===== config.mk =====
export PLATFORM = sky130hd
export DESIGN_NAME = tqra_queue
export DESIGN_NICKNAME = d
export VERILOG_FILES = /design/src/design/tqra_pkg.sv /design/src/design/tqra_cell.sv /design/src/design/tqra_queue.sv
export SDC_FILE = /design/constraint.sdc
export NUM_CORES = 2
export LEC_CHECK = 0
export ABC_AREA = 1
export BUFFER_PORTS_ARGS = -buffer_cell sky130_fd_sc_hd__buf_2
export CORE_ASPECT_RATIO = 1.2
export CORE_UTILIZATION = 45
export DETAILED_ROUTE_END_ITERATION = 7
export PLACE_DENSITY = 0.66
export SLEW_MARGIN = 20
export SYNTH_ARGS = -nofsm -noshare
export SYNTH_HDL_FRONTEND = slang
export SYNTH_HIERARCHICAL = 1
export SYNTH_SLANG_ARGS = --single-unit

===== constraint.sdc =====
create_clock -name clock -period 1.95 [get_ports clock]
set_clock_uncertainty 0.1 [all_clocks]
set_input_delay 0.0975 -clock clock [delete_from_list [all_inputs] [get_ports clock]]
set_output_delay 0.0975 -clock clock [all_outputs]
set_load 0.1 [all_outputs]

===== src/design/tqra_pkg.sv =====
// Shared types, codes and helpers for the two-queue runway arbiter.
package tqra_pkg;

   localparam int QUEUE_DEPTH_DEF = 64;
   localparam int TICK_WIDTH_DEF  = 32;

   localparam logic [15:0] LANDING_DURATION_RST = 16'd5;
   localparam logic [15:0] TAKEOFF_DURATION_RST = 16'd5;
   localparam logic [15:0] OVERDUE_LIMIT_RST    = 16'd120;

   localparam logic [31:0] MAX32 = 32'hFFFF_FFFF;
   localparam logic [47:0] MAX48 = 48'hFFFF_FFFF_FFFF;

   // register indexes on the csr port
   localparam logic [1:0] CSR_LANDING_DURATION = 2'd0;
   localparam logic [1:0] CSR_TAKEOFF_DURATION = 2'd1;
   localparam logic [1:0] CSR_OVERDUE_LIMIT    = 2'd2;

   // served_kind codes
   localparam logic [1:0] KIND_NONE    = 2'd0;
   localparam logic [1:0] KIND_LANDING = 2'd1;
   localparam logic [1:0] KIND_TAKEOFF = 2'd2;
   localparam logic [1:0] KIND_OVERDUE = 2'd3;

   typedef struct packed {
      logic takeoff_arrival;
      logic landing_arrival;
   } req_word_type;

   typedef struct packed {
      logic [1:0]  served_kind;
      logic [31:0] served_wait;
      logic [6:0]  landing_queue_len;
      logic [6:0]  takeoff_queue_len;
      logic [1:0]  drop_flags;
      logic        server_busy;
      logic [31:0] landings_done;
      logic [31:0] takeoffs_done;
      logic [47:0] landing_wait_sum;
      logic [47:0] takeoff_wait_sum;
      logic [47:0] landing_len_sum;
      logic [47:0] takeoff_len_sum;
   } rsp_word_type;

   // per-tick control broadcast along the cell chain
   typedef struct packed {
      logic push;
      logic pop;
   } cell_ctrl_type;

   function automatic logic [47:0] sat_add48(input logic [47:0] a, input logic [47:0] b);
      logic [48:0] s;
      s = {1'b0, a} + {1'b0, b};
      return s[48] ? MAX48 : s[47:0];
   endfunction

   function automatic logic [31:0] sat_inc32(input logic [31:0] a);
      return (a == MAX32) ? MAX32 : a + 32'd1;
   endfunction

endpackage


===== src/design/tqra_cell.sv =====
// One stamp cell of the shifting queue: holds a stamp and its valid bit.
module tqra_cell #(
   parameter int W = tqra_pkg::TICK_WIDTH_DEF
) (
   input  logic                   clock,
   input  logic                   reset,
   input  tqra_pkg::cell_ctrl_type ctrl,
   input  logic [W-1:0]           push_data,
   input  logic                   up_valid,   // cell further from the head
   input  logic [W-1:0]           up_data,
   input  logic                   down_valid, // cell nearer the head (1 at the head)
   output logic                   valid,
   output logic [W-1:0]           data
);

   logic         valid_ff, valid_in;
   logic [W-1:0] data_ff, data_in;

   always_comb begin
      valid_in = valid_ff;
      data_in  = data_ff;
      if (ctrl.pop) begin
         // shift towards the head; the last occupied cell takes the new word
         if (up_valid) begin
            valid_in = 1'b1;
            data_in  = up_data;
         end else if (ctrl.push && valid_ff) begin
            valid_in = 1'b1;
            data_in  = push_data;
         end else begin
            valid_in = 1'b0;
         end
      end else if (!valid_ff && down_valid && ctrl.push) begin
         // first free cell takes the new word
         valid_in = 1'b1;
         data_in  = push_data;
      end
   end

   always_ff @(posedge clock) begin
      if (reset) begin
         valid_ff <= 1'b0;
      end else begin
         valid_ff <= valid_in;
      end
      data_ff <= data_in;
   end

   assign valid = valid_ff;
   assign data  = data_ff;

endmodule


===== src/design/tqra_queue.sv =====
// Stamp queue built as a chain of cells, head at cell 0, with occupancy count.
module tqra_queue #(
   parameter int DEPTH = tqra_pkg::QUEUE_DEPTH_DEF,
   parameter int W     = tqra_pkg::TICK_WIDTH_DEF,
   localparam int CW   = $clog2(DEPTH + 1)
) (
   input  logic          clock,
   input  logic          reset,
   input  logic          push,      // already qualified against full
   input  logic          pop,
   input  logic [W-1:0]  push_data,
   output logic          head_valid,
   output logic [W-1:0]  head_data,
   output logic [CW-1:0] count
);

   tqra_pkg::cell_ctrl_type ctrl;
   logic         cell_valid [DEPTH];
   logic [W-1:0] cell_data  [DEPTH];
   logic [CW-1:0] count_ff, count_in;

   assign ctrl.push = push;
   assign ctrl.pop  = pop;

   for (genvar i = 0; i < DEPTH; i++) begin : g_cell
      logic         up_v, dn_v;
      logic [W-1:0] up_d;
      if (i == DEPTH - 1) begin : g_last
         assign up_v = 1'b0;
         assign up_d = '0;
      end else begin : g_mid
         assign up_v = cell_valid[i+1];
         assign up_d = cell_data[i+1];
      end
      if (i == 0) begin : g_head
         assign dn_v = 1'b1;
      end else begin : g_body
         assign dn_v = cell_valid[i-1];
      end
      tqra_cell #(.W(W)) u_cell (
         .clock      (clock),
         .reset      (reset),
         .ctrl       (ctrl),
         .push_data  (push_data),
         .up_valid   (up_v),
         .up_data    (up_d),
         .down_valid (dn_v),
         .valid      (cell_valid[i]),
         .data       (cell_data[i])
      );
   end

   always_comb begin
      count_in = count_ff;
      if (push && !pop) begin
         count_in = count_ff + CW'(1);
      end else if (pop && !push) begin
         count_in = count_ff - CW'(1);
      end
   end

   always_ff @(posedge clock) begin
      if (reset) begin
         count_ff <= '0;
      end else begin
         count_ff <= count_in;
      end
   end

   assign head_valid = cell_valid[0];
   assign head_data  = cell_data[0];
   assign count      = count_ff;

endmodule


After elaboration in Yosys (flattened, before gate mapping) --
Index checks and enable logic that the tools add are counted.
Cells by class: $add $sub $neg 2, equality and inequality tests 64, multiplexer cells 512, reductions and logical operators 388
Operator list (number):
- two-way mux 32 bit | 255
- two-way mux 1 bit | 255
- logical AND 1 bit | 193
- inequality test 3 x 1 -> 1 bit (second input constant) | 63
- nonzero test 2 bit | 65
- AND reduction 2 bit | 64
- logical NOT 1 bit | 66
- two-way mux 7 bit | 2
- adder 7 x 1 -> 7 bit (second input constant) | 1
- subtractor 7 x 1 -> 7 bit (second input constant) | 1
- inequality test 2 x 1 -> 1 bit (second input constant) | 1
Storage, ports and cells: flip-flop bits (word level) 2119, input port bits 36, output and inout bits 40

Logic depth before layout (Yosys ltp) --
depth after elaboration 5, gate-level depth with buffers 12, mapped depth without buffers 12

By module --
Netlist, hierarchy kept.
By module, submodules not included:
- tqra_cell | times used 64, cells each 153, area an instance 1577.8 um^2
- tqra_queue | times used 1, cells each 80, area an instance 521.8 um^2

Least setup slack after synthesis --
Ideal clock, no wire load.
kind register -> register, start point register g_cell[0].u_cell.valid_ff, end point register g_cell[0].u_cell.data_ff[0] (enable), setup time 387 ps, arrival time 1890 ps, data required time 1463 ps, path slack -426 ps, cell stages (with the launch flop) 5, path buffers 0, clock period less this slack 2376 ps, path through dfxtp_1 nand2_1 nand3_1 nand3b_1 inv_1
On the way: cells in the longest elaborated chain, start to end 4, elaborated cells on any way between the ends 6, those cells by class eq/ne: 1; reduce/logical: 5
Ends and longest elaborated chain:
- start: declaration | RTL line tqra_cell.sv:16 | logic valid_ff, valid_in;
- start signal: assignment | RTL line tqra_cell.sv:44 | valid_ff <= valid_in;
- logical NOT 1 bit | RTL line tqra_cell.sv:33 | end else if (!valid_ff && down_valid && ctrl.push) begin
- logical AND 1 bit | RTL line tqra_cell.sv:33
- nonzero test 2 bit (no line)
- AND reduction 2 bit (no line) (*)
- end signal: assignment | RTL line tqra_cell.sv:46 | data_ff <= data_in;
- end: declaration | RTL line tqra_cell.sv:17 | logic [W-1:0] data_ff, data_in;
Every way passes the cells marked *; elsewhere a longest branch is shown, timed or not. A chain may end at the register's enable or synchronous reset.

Worst setup path after layout --
start point register count_ff[1], in the netlist count[1], end point output port count[1]
RTL lines:
- start: declaration | RTL line tqra_queue.sv:20 | logic [CW-1:0] count_ff, count_in;
- start signal: assignment | RTL line tqra_queue.sv:66 | count_ff <= count_in;
- end: declaration | RTL line tqra_queue.sv:14 | output logic [CW-1:0] count
No word-level cell between the ends.

==> impl_metrics.sql <==
INSERT INTO impl_metrics (metric_group, metric, value, unit) VALUES
('drt', 'vias', '68952', ''),
('drt', 'drc', '0', ''),
('timing', 'final_max_slew_viol_count', '0', ''),
('placed_design', 'dpl_cell_area', '0.1045', 'sq mm'),
('synthesis', 'synth_cells', '9872', ''),
('critical_path', 'timing.critical_path.slowest_cell_delay', '0.43', 'ns'),
('final_layout', 'final_layout_size_suffix_gt1_frac', '0.1224', ''),
('floorplanning', 'die-height', '522.3', 'microns'),
('critical_path', 'crit_path_cell_trace', 'buf_2', ''),
('run', 'drv_cap', '0', ''),
('clock_network', 'cts_post_setup_buffers_inserted', '0', ''),
('critical_path', 'worstSetupEndpointType', 'primary output', ''),
('drt', 'dr.first_iter.drc_count', '6114', ''),
('critical_path', 'worstSetupPathType', 'flop to primary output', ''),
('final_layout', 'postLayoutCoreUtil', '0.4997', ''),
('floorplanning', 'core_area', '0.2237', 'sq mm'),
('drt', 'route.detailed.vias_per_inst', '5.237', ''),
('floorplanning', 'num_rows', '190', ''),
('clock_network', 'cts.clk_slew.worst_paths', '0.06', 'ns'),
('timing', 'worstMarginPinSlew', '1.116', 'ns'),
('drt', 'number_of_search_and_repair_iterations_in_the_first_detailed_routing_pass', '6', ''),
('placed_design', 'place_inst', '12728', ''),
('floorplanning', 'io-pin-count', '76', ''),
('clock_network', 'numClockSinks', '2119', ''),
('worst_hold_path', 'hold_class', 'input port to flop', ''),
('floorplanning', 'die-area', '0.2275', 'sq mm'),
('power', 'p_leak', '47.15', 'nW'),
('critical_path', 'critPathRequiredTime', '1.75', 'ns'),
('critical_path', 'number_of_buffers_and_inverters_on_the_critical_path', '1', ''),
('synthesis', 'ys_seq_area_frac', '0.6199', ''),
('timing', 'fmax', '0.5384', 'GHz'),
('final_layout', 'fillCellCount', '19560', ''),
('grt', 'global_route_wire_length_before_repair', '370800', 'microns'),
('clock_network', 'cts_inserted_buffers', '214', ''),
('critical_path', 'cpMaxStageDelayCell', 'buf_2', ''),
('critical_path', 'crit_path_dat', '1.66', 'ns'),
('timing', 'period_needed', '1.857', 'ns'),
('floorplanning', 'initial_utilization', '0.4537', ''),
('final_layout', 'post_layout_cell_count', '13167', ''),
('placed_design', 'gp_routability_congestion', '0.9472', ''),
('synthesis', 'ys_ff_latch', '2119', ''),
('synthesis', 'yosys.cell_types.count', '21', ''),
('clock_network', 'htree_num_levels', '4', ''),
('clock_network', 'cts_tree', 'built', ''),
('timing', 'fin_crit_share', '0.9524', ''),
('timing', 'final_hold_viol_count', '0', ''),
('critical_path', 'cpLargestDelayFamily', 'buffers and inverters', ''),
('final_layout', 'finalNetCount', '10046', ''),
('placed_design', 'port_buffers', '75', ''),
('power', 'pwr_density_cell', '986.9', 'mW/mm^2'),
('critical_path', 'path_max_fanout', '4', ''),
('final_layout', 'area_overhead_vs_synth', '10.13', '%'),
('final_layout', 'area_of_all_placed_cells_without_fillers', '0.1118', 'sq mm'),
('synthesis', 'ys_warn_count', '6', ''),
('grt', 'antenna_found_initial', '2', ''),
('drt', 'postRouteAntennaNets', '0', ''),
('outcome', 'run_status', 'finished, final reports clean', ''),
('grt', 'grt_remaining_overflow', '0', ''),
('clock_network', 'max_root_sink_buffers', '3', ''),
('power', 'finalPower', '110.3', 'mW'),
('timing', 'fin_hold_ws', '0.1397', 'ns'),
('clock_network', 'worst_skew_pair.late_latency', '0.88', 'ns'),
('power', 'irDropWorstVdd', '914.7', 'uV'),
('timing', 'report.final.setup_viol', '0', ''),
('drt', 'routedWlPerCell', '17.73', 'microns'),
('timing', 'slew_headroom', '0.2559', ''),
('timing', 'setup-tns-final', '0', 'ns'),
('grt', 'track_usage', '0.2041', ''),
('clock_network', 'clock_tree.root_cell', 'clkbuf_16', ''),
('timing', 'grt_setup_unrepaired', 'false', ''),
('grt', 'grt_start_max_net_pins', '86', ''),
('floorplanning', 'die_width', '435.5', 'microns'),
('critical_path', 'worst_setup_path_start_kind', 'flop', ''),
('synthesis', 'synth.cell_area', '0.1015', 'sq mm'),
('synthesis', 'postSynthAreaPerCell', '10.28', 'sq um'),
('grt', 'grt_pass1_vias', '65260', ''),
('drt', 'total_detailed_routing_wirelength', '233400', 'microns'),
('placed_design', 'dp_hpwl', '149600', 'microns'),
('timing', 'fin_ws', '0.09274', 'ns'),
('placed_design', 'dp_slack', '-0.1026', 'ns');
==> report_power, final <==
part           switching (mW)  internal [mW]  total, mW  leakage (nW)
clock                    17.6           22.6       40.2          3.33
sequential               1.47           55.3       56.8          20.2
combinational            9.23           4.03       13.3          23.6
total                    28.3           82.0        110          47.2
==> sequential cells by signal, indices dropped and copies added, names as in the netlist <==
signal,count
count,7
g_cell.u_cell/valid,64
g_cell.u_cell/data,2048
==> cell families after synthesis <==
kind of cell	synth area share
xor gates and xnor gates	0.0002589
DFF	0.6199
adders and majority gates	0.0009369
other	0.00007399
buffers and inverters	0.08103
and+or+nand+nor	0.2943
AOI/OAI and AO/OA	0.003526
==> final cells by class <==
class | instances | area (sq um) | area share
Timing Repair Buffer | 587 | 6716 | 0.06009
Antenna cell | 3 | 7.507 | 0.00006716
Clock inverter | 132 | 1289 | 0.01153
Multi-Input combinational cell | 6810 | 30470 | 0.2726
Inverter | 271 | 1025 | 0.009168
Clock buffer | 269 | 5612 | 0.05020
Sequential cell | 2119 | 62930 | 0.5630
Tap cell | 2976 | 3724 | 0.03331
==> synthesized netlist by cell type (all sizes together) <==
library cell,count,area share
nand2,4369,0.18
nand3,2120,0.10
edfxtp,2048,0.61
buf,704,0.071
inv,271,0.010
nor2,141,0.0052
dfxtp,71,0.014
a21oi,67,0.0033
nand3b,64,0.0047
ha,6,0.00074
o21ai,3,0.00015
conb,2,0.000074
xor2,2,0.00017
fa,1,0.00020
o211ai,1,0.000074
or2,1,0.000062
xnor2,1,0.000086
==> what timing repair did <==
action                                   CTS  global route
endpoints found under the setup margin     4             0
gates resized for setup                    4             0
hold buffers                              35             0
hold endpoints to repair                1999             0
==> per-layer routing <==
metal  global-route usage  part of all wire
met1               0.2775              0.43
met2               0.3250              0.46
met3              0.03561             0.074
met4              0.08070             0.038
met5                    0          0.000056
==> path summary, 6_finish.rpt <==
kind	cells after the start	slack [ns]	endpoint	start
setup / recovery	1	0.09	count[1]	count[1]$_SDFFE_PP0P_
hold / removal	3	0.14	g_cell[19].u_cell/valid$_SDFFE_PP0P_	reset
setup reg to reg	4	0.18	g_cell[15].u_cell/data[24]$_DFFE_PP_	g_cell[16].u_cell/valid$_SDFFE_PP0P_
hold reg to reg	2	0.40	count[3]$_SDFFE_PP0P_	count[3]$_SDFFE_PP0P_
==> placed cells by master (no fill, tap or decap), types with 2 or more instances in the layout <==
master / synthesis / layout
dfxtp_1: 71 / 64
o21ai_0: 3 / 3
xor2_1: 2 / 2
clkbuf_1: 0 / 50
bufinv_16: 0 / 16
inv_1: 270 / 268
clkinv_4: 0 / 6
clkinv_2: 0 / 34
nand2_2: 320 / 320
ha_1: 6 / 6
clkinv_1: 0 / 50
nand3b_1: 64 / 64
clkinv_16: 0 / 4
nand2_8: 64 / 64
nand3_1: 2120 / 2120
nor2_1: 141 / 141
buf_2: 0 / 36
diode_2: 0 / 3
dfxtp_2: 0 / 7
nand2_1: 3985 / 3985
clkinvlp_4: 0 / 12
clkbuf_8: 0 / 5
a21oi_1: 67 / 67
dlygate4sd3_1: 0 / 35
buf_4: 192 / 327
clkinv_8: 0 / 7
clkbuf_16: 0 / 214
inv_16: 0 / 4
buf_12: 0 / 183
conb_1: 2 / 34
buf_6: 512 / 6
edfxtp_1: 2048 / 2048
Power figures use the tool's default switching activity.
